**src/sv/bli_pkg.sv**
```systemverilog
// Shared types and constants of the line walker with color interpolation.
// Used by every module of the block; depends on nothing.
package bli_pkg;

    localparam int COORD_BITS = 10;
    localparam int FRAC_BITS  = 16;
    localparam int CHAN_BITS  = 8;
    localparam int ACC_BITS   = CHAN_BITS + FRAC_BITS;
    localparam int FW_BITS    = 11;
    localparam int OFF_BITS   = 22;
    localparam int ERR_BITS   = COORD_BITS + 3;
    localparam int NUM_CHAN   = 3;
    localparam int FQ_DEPTH   = 2;
    localparam int OQ_DEPTH   = 2;

    localparam logic [FW_BITS-1:0] FRAME_WIDTH_RESET = FW_BITS'(512);

    localparam logic OP_LOAD = 1'b0;
    localparam logic OP_STEP = 1'b1;

    typedef struct packed {
        logic                  op;
        logic [COORD_BITS-1:0] x_start;
        logic [COORD_BITS-1:0] y_start;
        logic [COORD_BITS-1:0] x_end;
        logic [COORD_BITS-1:0] y_end;
        logic [CHAN_BITS-1:0]  red_start;
        logic [CHAN_BITS-1:0]  green_start;
        logic [CHAN_BITS-1:0]  blue_start;
        logic [CHAN_BITS-1:0]  alpha_start;
        logic [CHAN_BITS-1:0]  red_end;
        logic [CHAN_BITS-1:0]  green_end;
        logic [CHAN_BITS-1:0]  blue_end;
    } t_in_word;

    typedef struct packed {
        logic [COORD_BITS-1:0] pix_x;
        logic [COORD_BITS-1:0] pix_y;
        logic [CHAN_BITS-1:0]  pix_red;
        logic [CHAN_BITS-1:0]  pix_green;
        logic [CHAN_BITS-1:0]  pix_blue;
        logic [CHAN_BITS-1:0]  pix_alpha;
        logic [OFF_BITS-1:0]   pixel_byte_offset;
        logic                  last_pixel;
    } t_out_word;

    // Classified command as it sits in the front queue.
    typedef struct packed {
        logic     is_load;
        t_in_word word;
    } t_cmd;

    // Head of the front queue as seen by the back end.
    typedef struct packed {
        logic valid;
        t_cmd cmd;
    } t_fq_head;

endpackage

```
**src/sv/bli_front.sv**
```systemverilog
// Front end: accepts input words, classifies them and holds them in a short queue.
// Depends on bli_pkg.
module bli_front
    import bli_pkg::*;
(
    input  logic     i_clk,
    input  logic     i_rst_n,
    input  logic     push,
    output logic     full,
    input  t_in_word i_in_word,
    output t_fq_head o_head,
    input  logic     i_head_pop
);

    localparam int PTR_BITS = (FQ_DEPTH > 1) ? $clog2(FQ_DEPTH) : 1;
    localparam int CNT_BITS = $clog2(FQ_DEPTH + 1);

    t_cmd                r_mem [FQ_DEPTH];
    logic [PTR_BITS-1:0] r_wp, n_wp;
    logic [PTR_BITS-1:0] r_rp, n_rp;
    logic [CNT_BITS-1:0] r_cnt, n_cnt;
    logic                wr_en;
    logic                rd_en;
    t_cmd                cmd_in;

    assign full   = (r_cnt == CNT_BITS'(FQ_DEPTH));
    assign wr_en  = push && !full;
    assign rd_en  = i_head_pop && (r_cnt != '0);

    always_comb begin
        cmd_in.is_load = (i_in_word.op == OP_LOAD);
        cmd_in.word    = i_in_word;
    end

    always_comb begin
        n_wp  = r_wp;
        n_rp  = r_rp;
        n_cnt = r_cnt;
        if (wr_en) begin
            n_wp = (r_wp == PTR_BITS'(FQ_DEPTH - 1)) ? '0 : r_wp + 1'b1;
        end
        if (rd_en) begin
            n_rp = (r_rp == PTR_BITS'(FQ_DEPTH - 1)) ? '0 : r_rp + 1'b1;
        end
        if (wr_en && !rd_en) begin
            n_cnt = r_cnt + 1'b1;
        end else if (rd_en && !wr_en) begin
            n_cnt = r_cnt - 1'b1;
        end
    end

    always_ff @(posedge i_clk) begin
        if (!i_rst_n) begin
            r_wp  <= '0;
            r_rp  <= '0;
            r_cnt <= '0;
        end else begin
            r_wp  <= n_wp;
            r_rp  <= n_rp;
            r_cnt <= n_cnt;
        end
    end

    always_ff @(posedge i_clk) begin
        if (wr_en) begin
            r_mem[r_wp] <= cmd_in;
        end
    end

    always_comb begin
        o_head.valid = (r_cnt != '0);
        o_head.cmd   = r_mem[r_rp];
    end

endmodule

```
**src/sv/bli_div.sv**
```systemverilog
// Restoring divider, one quotient bit per cycle, for the per-pixel color step.
// Depends on bli_pkg.
module bli_div
    import bli_pkg::*;
(
    input  logic                  i_clk,
    input  logic                  i_rst_n,
    input  logic                  i_start,
    input  logic [ACC_BITS-1:0]   i_num,
    input  logic [COORD_BITS-1:0] i_den,
    output logic                  o_busy,
    output logic                  o_done,
    output logic [ACC_BITS-1:0]   o_quo
);

    localparam int CNT_BITS = $clog2(ACC_BITS + 1);

    logic [CNT_BITS-1:0]   r_cnt;
    logic                  r_done;
    logic [ACC_BITS-1:0]   r_quo;
    logic [COORD_BITS-1:0] r_rem;
    logic [COORD_BITS-1:0] r_den;
    logic [COORD_BITS:0]   trial;
    logic                  ge;
    logic [COORD_BITS-1:0] n_rem;

    assign trial = {r_rem, r_quo[ACC_BITS-1]};
    assign ge    = (trial >= {1'b0, r_den});
    assign n_rem = ge ? COORD_BITS'(trial - {1'b0, r_den}) : trial[COORD_BITS-1:0];

    always_ff @(posedge i_clk) begin
        if (!i_rst_n) begin
            r_cnt  <= '0;
            r_done <= 1'b0;
        end else if (i_start) begin
            r_cnt  <= CNT_BITS'(ACC_BITS);
            r_done <= 1'b0;
        end else if (r_cnt != '0) begin
            r_cnt  <= r_cnt - 1'b1;
            r_done <= (r_cnt == CNT_BITS'(1));
        end else begin
            r_done <= 1'b0;
        end
    end

    always_ff @(posedge i_clk) begin
        if (i_start) begin
            r_quo <= i_num;
            r_rem <= '0;
            r_den <= i_den;
        end else if (r_cnt != '0) begin
            r_quo <= {r_quo[ACC_BITS-2:0], ge};
            r_rem <= n_rem;
        end
    end

    assign o_busy = (r_cnt != '0);
    assign o_done = r_done;
    assign o_quo  = r_quo;

endmodule

```
**src/sv/bli_back.sv**
```systemverilog
// Back end: line setup, pixel walk, color accumulation, byte offset and result queue.
// Depends on bli_pkg and bli_div.
module bli_back
    import bli_pkg::*;
(
    input  logic               i_clk,
    input  logic               i_rst_n,
    input  logic               i_cfg_we,
    input  logic [FW_BITS-1:0] i_cfg_wdata,
    input  t_fq_head           i_head,
    output logic               o_head_pop,
    output logic               empty,
    input  logic               pop,
    output t_out_word          o_out_word
);

    localparam int PTR_BITS = (OQ_DEPTH > 1) ? $clog2(OQ_DEPTH) : 1;
    localparam int CNT_BITS = $clog2(OQ_DEPTH + 1);
    localparam int MUL_BITS = COORD_BITS + FW_BITS + 3;

    typedef enum logic [1:0] {
        S_RUN = 2'b01,
        S_DIV = 2'b10
    } t_state;

    t_state r_state;
    logic [FW_BITS-1:0] r_frame_width;

    // Line state.
    logic                       r_line_active;
    logic [COORD_BITS-1:0]      r_x, r_y, r_steps;
    logic signed [ERR_BITS-1:0] r_err, r_inc_str, r_inc_diag;
    logic                       r_major_y, r_xneg, r_yneg;
    logic [CHAN_BITS-1:0]       r_alpha;
    logic [ACC_BITS-1:0]        r_accum [NUM_CHAN];
    logic [ACC_BITS-1:0]        r_cstep [NUM_CHAN];
    logic                       r_cneg  [NUM_CHAN];

    // Result queue.
    t_out_word           r_oq [OQ_DEPTH];
    logic [PTR_BITS-1:0] r_oq_wp, r_oq_rp;
    logic [CNT_BITS-1:0] r_oq_cnt;

    logic front_pop, do_load, do_step, oq_room, oq_rd;
    t_in_word w;

    // Setup values of a load.
    logic                       ld_xneg, ld_yneg, ld_major_y;
    logic [COORD_BITS-1:0]      ld_adx, ld_ady, ld_maj, ld_mnr;
    logic signed [ERR_BITS-1:0] ld_err, ld_inc_str, ld_inc_diag;
    logic [CHAN_BITS-1:0]       ld_cs [NUM_CHAN];
    logic [CHAN_BITS-1:0]       ld_ce [NUM_CHAN];
    logic [CHAN_BITS-1:0]       ld_mag [NUM_CHAN];
    logic                       ld_neg [NUM_CHAN];

    logic                  div_start;
    logic [NUM_CHAN-1:0]   div_busy, div_done;
    logic [ACC_BITS-1:0]   div_quo [NUM_CHAN];
    logic                  all_done;

    t_out_word             res;
    logic                  is_last;
    logic [MUL_BITS-1:0]   lin_addr;

    assign w        = i_head.cmd.word;
    assign oq_room  = (r_oq_cnt < CNT_BITS'(OQ_DEPTH));
    assign front_pop = (r_state == S_RUN) && i_head.valid &&
                       (i_head.cmd.is_load || !r_line_active || oq_room);
    assign do_load  = front_pop && i_head.cmd.is_load;
    assign do_step  = front_pop && !i_head.cmd.is_load && r_line_active;
    assign o_head_pop = front_pop;
    assign empty    = (r_oq_cnt == '0);
    assign oq_rd    = pop && !empty;
    assign all_done = &div_done;

    always_comb begin
        ld_xneg     = (w.x_end < w.x_start);
        ld_yneg     = (w.y_end < w.y_start);
        ld_adx      = ld_xneg ? w.x_start - w.x_end : w.x_end - w.x_start;
        ld_ady      = ld_yneg ? w.y_start - w.y_end : w.y_end - w.y_start;
        ld_major_y  = (ld_ady > ld_adx);
        ld_maj      = ld_major_y ? ld_ady : ld_adx;
        ld_mnr      = ld_major_y ? ld_adx : ld_ady;
        ld_inc_str  = ERR_BITS'({ld_mnr, 1'b0});
        ld_err      = ld_inc_str - ERR_BITS'(ld_maj);
        ld_inc_diag = ld_inc_str - ERR_BITS'({ld_maj, 1'b0});
        ld_cs[0] = w.red_start;
        ld_cs[1] = w.green_start;
        ld_cs[2] = w.blue_start;
        ld_ce[0] = w.red_end;
        ld_ce[1] = w.green_end;
        ld_ce[2] = w.blue_end;
        for (int i = 0; i < NUM_CHAN; i++) begin
            ld_neg[i] = (ld_ce[i] < ld_cs[i]);
            ld_mag[i] = ld_neg[i] ? ld_cs[i] - ld_ce[i] : ld_ce[i] - ld_cs[i];
        end
    end

    assign div_start = do_load && (ld_maj != '0);

    for (genvar g = 0; g < NUM_CHAN; g++) begin : g_div
        bli_div u_div (
            .i_clk   (i_clk),
            .i_rst_n (i_rst_n),
            .i_start (div_start),
            .i_num   ({ld_mag[g], {FRAC_BITS{1'b0}}}),
            .i_den   (ld_maj),
            .o_busy  (div_busy[g]),
            .o_done  (div_done[g]),
            .o_quo   (div_quo[g])
        );
    end

    // Pixel result at the current position.
    always_comb begin
        is_last  = (r_steps == '0);
        lin_addr = MUL_BITS'(r_y) * MUL_BITS'(r_frame_width) + MUL_BITS'(r_x);
        res.pix_x             = r_x;
        res.pix_y             = r_y;
        res.pix_red           = r_accum[0][ACC_BITS-1:FRAC_BITS];
        res.pix_green         = r_accum[1][ACC_BITS-1:FRAC_BITS];
        res.pix_blue          = r_accum[2][ACC_BITS-1:FRAC_BITS];
        res.pix_alpha         = r_alpha;
        res.pixel_byte_offset = OFF_BITS'(lin_addr << 2);
        res.last_pixel        = is_last;
    end

    always_ff @(posedge i_clk) begin
        if (!i_rst_n) begin
            r_frame_width <= FRAME_WIDTH_RESET;
        end else if (i_cfg_we) begin
            r_frame_width <= i_cfg_wdata;
        end
    end

    always_ff @(posedge i_clk) begin
        if (!i_rst_n) begin
            r_state       <= S_RUN;
            r_line_active <= 1'b0;
        end else begin
            case (r_state)
                S_RUN: begin
                    if (do_load) begin
                        r_line_active <= 1'b1;
                        if (ld_maj != '0) begin
                            r_state <= S_DIV;
                        end
                    end else if (do_step && is_last) begin
                        r_line_active <= 1'b0;
                    end
                end
                S_DIV: begin
                    if (all_done) begin
                        r_state <= S_RUN;
                    end
                end
                default: begin
                    r_state <= S_RUN;
                end
            endcase
        end
    end

    always_ff @(posedge i_clk) begin
        if (do_load) begin
            r_x        <= w.x_start;
            r_y        <= w.y_start;
            r_steps    <= ld_maj;
            r_err      <= ld_err;
            r_inc_str  <= ld_inc_str;
            r_inc_diag <= ld_inc_diag;
            r_major_y  <= ld_major_y;
            r_xneg     <= ld_xneg;
            r_yneg     <= ld_yneg;
            r_alpha    <= w.alpha_start;
            for (int i = 0; i < NUM_CHAN; i++) begin
                r_accum[i] <= {ld_cs[i], {FRAC_BITS{1'b0}}};
                r_cstep[i] <= '0;
                r_cneg[i]  <= ld_neg[i];
            end
        end else if (do_step && !is_last) begin
            for (int i = 0; i < NUM_CHAN; i++) begin
                r_accum[i] <= r_accum[i] + r_cstep[i];
            end
            if (r_err <= 0) begin
                r_err <= r_err + r_inc_str;
                if (r_major_y) begin
                    r_y <= r_yneg ? r_y - 1'b1 : r_y + 1'b1;
                end else begin
                    r_x <= r_xneg ? r_x - 1'b1 : r_x + 1'b1;
                end
            end else begin
                r_err <= r_err + r_inc_diag;
                r_x   <= r_xneg ? r_x - 1'b1 : r_x + 1'b1;
                r_y   <= r_yneg ? r_y - 1'b1 : r_y + 1'b1;
            end
            r_steps <= r_steps - 1'b1;
        end else if ((r_state == S_DIV) && all_done) begin
            for (int i = 0; i < NUM_CHAN; i++) begin
                r_cstep[i] <= r_cneg[i] ? ACC_BITS'(-div_quo[i]) : div_quo[i];
            end
        end
    end

    // Result queue bookkeeping.
    always_ff @(posedge i_clk) begin
        if (!i_rst_n) begin
            r_oq_wp  <= '0;
            r_oq_rp  <= '0;
            r_oq_cnt <= '0;
        end else begin
            if (do_step) begin
                r_oq_wp <= (r_oq_wp == PTR_BITS'(OQ_DEPTH - 1)) ? '0 : r_oq_wp + 1'b1;
            end
            if (oq_rd) begin
                r_oq_rp <= (r_oq_rp == PTR_BITS'(OQ_DEPTH - 1)) ? '0 : r_oq_rp + 1'b1;
            end
            if (do_step && !oq_rd) begin
                r_oq_cnt <= r_oq_cnt + 1'b1;
            end else if (oq_rd && !do_step) begin
                r_oq_cnt <= r_oq_cnt - 1'b1;
            end
        end
    end

    always_ff @(posedge i_clk) begin
        if (do_step) begin
            r_oq[r_oq_wp] <= res;
        end
    end

    assign o_out_word = r_oq[r_oq_rp];

`ifndef SYNTHESIS
    a_no_pop_in_div: assert property (@(posedge i_clk) disable iff (!i_rst_n)
        (r_state == S_DIV) |-> !front_pop)
        else $error("front queue popped while the color step was being divided");

    a_div_running: assert property (@(posedge i_clk) disable iff (!i_rst_n)
        (r_state == S_DIV) |-> (div_busy[0] || div_done[0]))
        else $error("waiting on a divider that is neither busy nor done");

    a_last_ends_line: assert property (@(posedge i_clk) disable iff (!i_rst_n)
        (do_step && is_last) |=> !r_line_active)
        else $error("line still active after its last pixel");

    a_oq_bound: assert property (@(posedge i_clk) disable iff (!i_rst_n)
        (r_oq_cnt == CNT_BITS'(OQ_DEPTH)) |=> (r_oq_cnt <= CNT_BITS'(OQ_DEPTH)))
        else $error("result queue overflow");
`endif

endmodule

```
**src/sv/bresenham_line_color_interp_unit.sv**
```systemverilog
// Top level of the line walker with linear RGB interpolation.
// Depends on bli_pkg, bli_front and bli_back (which uses bli_div).
//
// A load word (op 0) sets up a line between two endpoints and produces no
// result; every later step word (op 1) produces the next pixel of the line,
// starting at endpoint 0 and ending at endpoint 1 with last_pixel set, after
// which further step words are consumed without a result until the next load.
// Each pixel carries its position, its red, green and blue values interpolated
// in 8.16 fixed point and truncated, the alpha of endpoint 0 and the byte
// offset 4*(y*frame_width + x) modulo 2^22. Step words sustain one pixel per
// clock as long as the result side keeps popping. A load of a line with
// nonzero length holds the back end while it sets the line up, while the
// per-channel restoring dividers form the color step (one quotient bit per
// cycle, 8 integer plus 16 fraction bits) and while it takes the quotients;
// a zero-length line skips the division. During that time the input side
// keeps accepting words into a two-entry queue, and the two-entry result
// queue keeps delivering pixels already produced. frame_width is written
// through i_cfg_we/i_cfg_wdata, takes effect at once and resets to 512;
// write it only while no line work is pending.
module bresenham_line_color_interp_unit
    import bli_pkg::*;
(
    input  logic               i_clk,
    input  logic               i_rst_n,
    input  logic               i_cfg_we,
    input  logic [FW_BITS-1:0] i_cfg_wdata,
    input  logic               push,
    output logic               full,
    input  t_in_word           i_in_word,
    output logic               empty,
    input  logic               pop,
    output t_out_word          o_out_word
);

    // Front queue head and its pop travel between the two halves.
    t_fq_head head;
    logic     head_pop;

    bli_front u_front (
        .i_clk      (i_clk),
        .i_rst_n    (i_rst_n),
        .push       (push),
        .full       (full),
        .i_in_word  (i_in_word),
        .o_head     (head),
        .i_head_pop (head_pop)
    );

    // The back end owns the line state, the dividers and the result queue.
    bli_back u_back (
        .i_clk       (i_clk),
        .i_rst_n     (i_rst_n),
        .i_cfg_we    (i_cfg_we),
        .i_cfg_wdata (i_cfg_wdata),
        .i_head      (head),
        .o_head_pop  (head_pop),
        .empty       (empty),
        .pop         (pop),
        .o_out_word  (o_out_word)
    );

endmodule

```
**config.mk**
```make
export PLATFORM = sky130hd
export DESIGN_NAME = bresenham_line_color_interp_unit
export DESIGN_NICKNAME = d
export VERILOG_FILES = /design/src/sv/bli_pkg.sv /design/src/sv/bli_front.sv /design/src/sv/bli_div.sv /design/src/sv/bli_back.sv /design/src/sv/bresenham_line_color_interp_unit.sv
export SDC_FILE = /design/constraint.sdc
export NUM_CORES = 2
export LEC_CHECK = 0
export BUFFER_PORTS_ARGS = -buffer_cell sky130_fd_sc_hd__buf_2
export CAP_MARGIN = 40
export CORE_MARGIN = 2
export CORE_UTILIZATION = 30
export CTS_CLUSTER_SIZE = 28
export DETAILED_ROUTE_END_ITERATION = 10
export MAX_ROUTING_LAYER = met4
export PLACE_DENSITY_LB_ADDON = 0.1
export REMOVE_ABC_BUFFERS = 1
export SLEW_MARGIN = 5
export SYNTH_ARGS = -nofsm -noshare
export SYNTH_HDL_FRONTEND = slang
export SYNTH_SLANG_ARGS = --single-unit
```
**constraint.sdc**
```tcl
create_clock -name i_clk -period 10.45 [get_ports i_clk]
set_clock_uncertainty 0.05 [all_clocks]
set_input_delay 2.09 -clock i_clk [delete_from_list [all_inputs] [get_ports i_clk]]
set_output_delay 2.09 -clock i_clk [all_outputs]
set_load 0.02 [all_outputs]
```
* Yosys cells after proc, flatten, opt, wreduce, memory -nomap -nowiden
Memory sizes are Yosys's and may differ from the RTL's. A register that Yosys moved wholly into a read port is not among the register bits.
Cells that the tools add are included.
** Operators by class
- Mux-type cells :: 77
- Magnitude comparators :: 11
- Bitwise logic cells :: 11
- Add/sub/neg operators :: 40
- Reduce and logical (&&, ||, !) cells :: 50
- Multiply operators :: 1
- Eq/ne operators :: 11
** Operators by type and width (count)
- 24-bit two-way mux :: 15
- 10-bit two-way mux :: 19
- 24-bit adder :: 3
- 24-bit negation :: 3
- 10-bit subtractor :: 7
- 8-bit subtractor :: 6
- 13-bit two-way mux :: 3
- 11-bit by 10-bit >= comparator with 1-bit output :: 3
- 5-bit two-way mux :: 6
- 10-bit by 1-bit subtractor with 10-bit output (second input constant) :: 3
- 8-bit less-than comparator :: 3
- 8-bit two-way mux :: 3
- 1-bit two-way mux :: 23
- 10-bit by 1-bit adder with 10-bit output (second input constant) :: 2
- 20-bit by 10-bit adder with 20-bit output :: 1
- 10-bit less-than comparator :: 2
- 10-bit by 11-bit multiplier with 20-bit output :: 1
- 1-bit logical AND :: 16
- 2-bit nonzero test :: 8
- 5-bit by 1-bit equality test with 1-bit output (second input constant) :: 3
- 5-bit nonzero test :: 3
- 5-bit by 1-bit subtractor with 5-bit output (second input constant) :: 3
- 2-bit two-way mux :: 7
- 13-bit by 12-bit adder with 13-bit output :: 1
- other kinds (27) :: 57
** Storage, ports and cells
- Bits in writable memories :: 489
- Register bits after elaboration :: 229
- Output and inout bits :: 77
- Logic and storage cells :: 244
- Bits of input ports :: 113
- Memories :: 5
** Memory list
- u_front.r_mem :: depth 2, bits a word 98, rd ports 1, clocked after memory_dff 1, write ports 1, RTL line bli_front.sv:18 : t_cmd r_mem [FQ_DEPTH];
- u_back.r_oq :: depth 2, bits a word 73, rd ports 1, clocked after memory_dff 1, write ports 1, RTL line bli_back.sv:40 : t_out_word r_oq [OQ_DEPTH];
- u_back.r_accum :: depth 3, bits a word 24, rd ports 3, clocked after memory_dff 0, write ports 3, RTL line bli_back.sv:35 : logic [ACC_BITS-1:0] r_accum [NUM_CHAN];
- u_back.r_cstep :: depth 3, bits a word 24, rd ports 3, clocked after memory_dff 0, write ports 3, RTL line bli_back.sv:36 : logic [ACC_BITS-1:0] r_cstep [NUM_CHAN];
- u_back.r_cneg :: depth 3, bits a word 1, rd ports 3, clocked after memory_dff 0, write ports 3, RTL line bli_back.sv:37 : logic r_cneg [NUM_CHAN];

* Logic depth before layout (Yosys ltp)
- Word-level depth :: 11
- Gate-level depth with buffers :: 38
- Depth with buffers taken out :: 33

* Hierarchy
Synthesis repeated with hierarchy kept, for this count alone.
** Second synthesis, totals
- Cell total of the unflattened synthesis :: 3701
- Area, all modules :: 43447.9 um^2
** By module, submodules not included
- bli_back :: times used 1, area each 28064.4 um^2, seq. area each 11431.0 um^2, cells each 2701
- bli_div :: times used 3, area each 2666.3 um^2, seq. area each 1341.3 um^2, cells each 223
- bli_front :: times used 1, area each 7384.6 um^2, seq. area each 5985.7 um^2, cells each 331

* Worst setup path after synthesis
No wires, ideal clock.
- Kind :: register -> register
- From :: register (tool-made name)
- To :: register u_back.r_err[10] (data pin)
- Buffers on the path :: 6
- Cell stages (with the launch flop) :: 36
- Clock period less this slack :: 7.783 ns
- Arrival time :: 7.410 ns
- Library setup time :: 0.323 ns
- Path slack :: 2.667 ns
- Data required time :: 10.077 ns
- Cell sequence :: dfxtp_1 -> clkbuf_1 -> clkbuf_1 -> buf_1 -> mux2i_1 -> inv_1 -> fa_1 -> a21o_1 -> a22o_1 -> nand2_2 -> nand2_4 -> inv_2 -> a31oi_1 -> a21bo_1 -> a21oi_1 -> xnor2_1 -> inv_1 -> ha_1 -> nand4_1 -> nor2_1 -> nand3_1 -> o21ai_1 -> clkbuf_1 -> clkbuf_1 -> clkbuf_1 -> o21ai_0 -> ha_1 -> inv_1 -> nor3_1 -> a2111o_1 -> a311oi_1 -> a221oi_2 -> o32ai_2 -> o21ai_2 -> xor2_1 -> a21oi_1
** RTL lines
- to (signal assigned) :: RTL line bli_back.sv:169 : r_err <= ld_err;
- to (signal assigned) :: RTL line bli_back.sv:186 : r_err <= r_err + r_inc_str;
- to (signal assigned) :: RTL line bli_back.sv:193 : r_err <= r_err + r_inc_diag;
- to (decl) :: RTL line bli_back.sv:32 : logic signed [ERR_BITS-1:0] r_err, r_inc_str, r_inc_diag;

==> flow_metrics.env <==
export IMPL_syn_inst=3828
export IMPL_clk_pin_slew_ps=60
export IMPL_syn_area_um2=42140
export IMPL_synth_top_family_by_area="adder cells"
export IMPL_grt_pass1_wl_um=172200
export IMPL_worstSetupPathType="register to register"
export IMPL_synth_top_cell_area_share_pct=42.47
export IMPL_drtIter0Drc=1490
export IMPL_htreeDepth=3
export IMPL_tightest_slew_ps=890.6
export IMPL_rsz0062_at_grt="no"
export IMPL_cts_resized=0
export IMPL_ys_seq_area_share_pct=48.17
export IMPL_endpoint_kind="register"
export IMPL_r2r_slack_ps=2620
export IMPL_max_cap_violations=0
export IMPL_grt_max_degree=145
export IMPL_cpLargestDelayFamily="compound AO/OA/AOI/OAI gates"
export IMPL_nFillCells=14109
export IMPL_synthXorXnorAreaFrac_pct=5.252
export IMPL_core_area_um2=139500
export IMPL_drc=0
export IMPL_drive_gt1_share_pct=13.95
export IMPL_setup_viol=0
export IMPL_clock_path_buffers=3
export IMPL_max_stage_delay_ps=830
export IMPL_final_min_period_over_clock_period_pct=74.94
export IMPL_hold_viol_final=0
export IMPL_reg2reg_to="u_back.r_err[10]"
export IMPL_cp_depth=28
export IMPL_ys_flop_type="edfxtp_1"
export IMPL_drt_total_wl_um=111900
export IMPL_period_needed_ps=7831
export IMPL_fp_dieH_um=378.8
export IMPL_arrival_ps=8170
export IMPL_yosys_area_top_type="edfxtp_1"
export IMPL_finalNetCount=4518
export IMPL_die_area_um2=143500
export IMPL_cts_tree="yes"
export IMPL_root_buffer="clkbuf_16"
export IMPL_maxSlewViolCount=0
export IMPL_grt_pass1_vias=28266
export IMPL_area_growth_pct=14.60
export IMPL_critPathLaunchType="register"
export IMPL_synthAdderAreaFrac_pct=13.50
export IMPL_avgRoutedWirePerCell_um=18.76
export IMPL_synth_warning_count=0
export IMPL_multiInputGateArea_um2=20220
export IMPL_crit_buf_inv=4
export IMPL_finalSetupTns_ps=0
export IMPL_numPortBuffers=187
export IMPL_dp_hpwl_um=79570
export IMPL_critPathCapture="u_back.r_err[10]"
export IMPL_synth_distinct_cells=92
export IMPL_antenna_found_initial=8
export IMPL_ys_top_cells_by_area="edfxtp_1 (42%), ha_1 (8.8%), dfxtp_1 (5.7%)"
export IMPL_synthMuxAreaShare_pct=6.297
export IMPL_vias=27886
export IMPL_clk_latency_ps=700
export IMPL_row_count=137
export IMPL_cp_required_ps=10790
export IMPL_hp_class="register to register"
export IMPL_antenna_left=0
export IMPL_seqCellArea_um2=20310
export IMPL_max_freq_ghz=0.1277
export IMPL_cts_hold_fix_buffers=0
export IMPL_syn_avg_cell_area_um2=11.01
export IMPL_crit_path_top_delay_cell="dfxtp_4"
export IMPL_numCtsBuffers=88
export IMPL_ys_seq_elements=716
export IMPL_relSlewSlack_pct=40.63
export IMPL_cts_sinks=716
export IMPL_outcome="complete, no violations"
export IMPL_synth_edf_count=596
export IMPL_ys_async_sr_fraction_pct=0
export IMPL_overflow=0
export IMPL_groute_usage_overall_pct=16.12
export IMPL_via_per_inst=4.673
export IMPL_gp_congestion=0.8172
export IMPL_synth_compound_area_share_pct=11.42
export IMPL_io_pins=190
export IMPL_r2r_cells=28
export IMPL_drt_first_pass_iters=7
export IMPL_crit_top_cell="inv_1"
export IMPL_postCtsSetupRepairBufs=0
export IMPL_yosys_area_share_simple_pct=11.28
export IMPL_die_x_um=378.8
export IMPL_crit_fanout=41
export IMPL_start_util_pct=30.20
## through the flow
stage                     hold slack (ps)  area (um2)  util (%)  setup slack [ps]  std cells
after floorplan                     371.5       41570         -             -1917       3690
after global placement              374.9       45220     32.41              2633       5786
after detailed placement            383.2       45410     32.55              2596       5796
after CTS                           393.6       48280     34.60              2517       5962
after global routing                405.4       48290     34.61              1949       5965
final                               396.9       48300     34.61              2619       5967
## area by class of cell
cell class | count | area share (%)
Timing Repair Buffer | 230 | 2.907
Clock buffer | 122 | 5.101
Sequential cell | 716 | 42.05
Multi-Input combinational cell | 2671 | 41.86
Antenna cell | 5 | 0.02591
Clock inverter | 44 | 0.8420
Inverter | 303 | 2.360
Tap cell | 1876 | 4.860
## placed cells by master, fill, tap and decap left out, types with 12 or more instances in the layout
| cell type | count |
|---|---|
| nand2_1 | 353 |
| nor2_1 | 294 |
| nand2b_1 | 39 |
| buf_2 | 187 |
| or3_1 | 34 |
| a21boi_0 | 25 |
| a21oi_1 | 240 |
| and3_1 | 21 |
| o31ai_1 | 27 |
| xnor2_1 | 129 |
| clkinv_2 | 17 |
| buf_4 | 35 |
| mux2i_1 | 117 |
| clkbuf_1 | 24 |
| a211oi_2 | 18 |
| nand3_1 | 43 |
| o21a_1 | 33 |
| clkbuf_16 | 91 |
| a21o_1 | 67 |
| fa_1 | 98 |
| inv_1 | 298 |
| o21bai_1 | 20 |
| o21ai_1 | 14 |
| a211oi_1 | 29 |
| ha_1 | 297 |
| edfxtp_1 | 596 |
| xor2_1 | 120 |
| dfxtp_1 | 118 |
| o21ai_0 | 153 |
| nor2b_1 | 57 |
| a31oi_1 | 12 |
| o211ai_1 | 14 |
| nor3_1 | 52 |
| and2_1 | 67 |
| mux2_2 | 128 |
## flip-flops by register name, indices dropped and copies added, names as in the netlist, 11 cells and up, named ones only
| name | count |
|---|---|
| u_back.g_div.u_div.o_quo | 72 |
| u_back.r_frame_width | 11 |
| u_back.r_cstep | 72 |
| u_back.r_accum | 72 |
| u_back.r_err | 13 |
| u_front.r_mem | 194 |
| u_back.g_div.u_div.r_rem | 30 |
| u_back.g_div.u_div.r_cnt | 15 |
| u_back.r_oq | 146 |
| u_back.r_inc_diag | 11 |
## logic make-up (layout without fill, tap and decap cells)
logic type | count (synthesis) | after routing
buf+inv | 442 | 699
fa+ha+maj | 396 | 396
other cells | 1 | 7
flops | 716 | 716
mux | 248 | 248
compound gates | 745 | 745
xor+xnor | 251 | 251
simple gates | 1029 | 1029
## how the worst min path moves through the flow
stage                      start                  to  cells past startpoint
6_report       u_back.r_alpha[5]  u_back.r_oq[0][26]                      0
4_1_cts        u_back.r_alpha[4]  u_back.r_oq[0][25]                      0
3_3_place_gp   u_back.r_alpha[5]  u_back.r_oq[0][26]                      0
2_1_floorplan  u_back.r_alpha[0]  u_back.r_oq[0][21]                      0
3_5_place_dp   u_back.r_alpha[4]  u_back.r_oq[1][25]                      0
5_1_grt        u_back.r_alpha[2]  u_back.r_oq[1][23]                      0
## cells in the mapped netlist, types with 25 or more instances
cell type    n
nor2b_1     57
mux2i_1    117
a21boi_0    25
a21o_1      67
a211oi_1    30
ha_1       297
o31ai_1     27
nand2b_1    39
nand3_1     43
mux2_2     128
nor3_1      52
nor2_1     298
xnor2_1    129
inv_1      299
edfxtp_1   596
and2_1      67
o21ai_0    154
clkbuf_1   101
fa_1        98
nand2_1    357
o21a_1      33
dfxtp_1    120
xor2_1     120
or3_1       35
a21oi_1    240
## layer usage
metal / part of all wire [%] / track usage (%) / vias up
met4: 1.9 / 3.616 / 0
met3: 3.8 / 2.646 / 124
li1: - / - / 13908
met1: 49 / 22.12 / 13464
met5: 0 / - / -
met2: 45 / 24.96 / 390
Power is left out: the tool's default activity adds up to more than one toggle a clock period on the data nets, which glitch-free logic cannot reach.
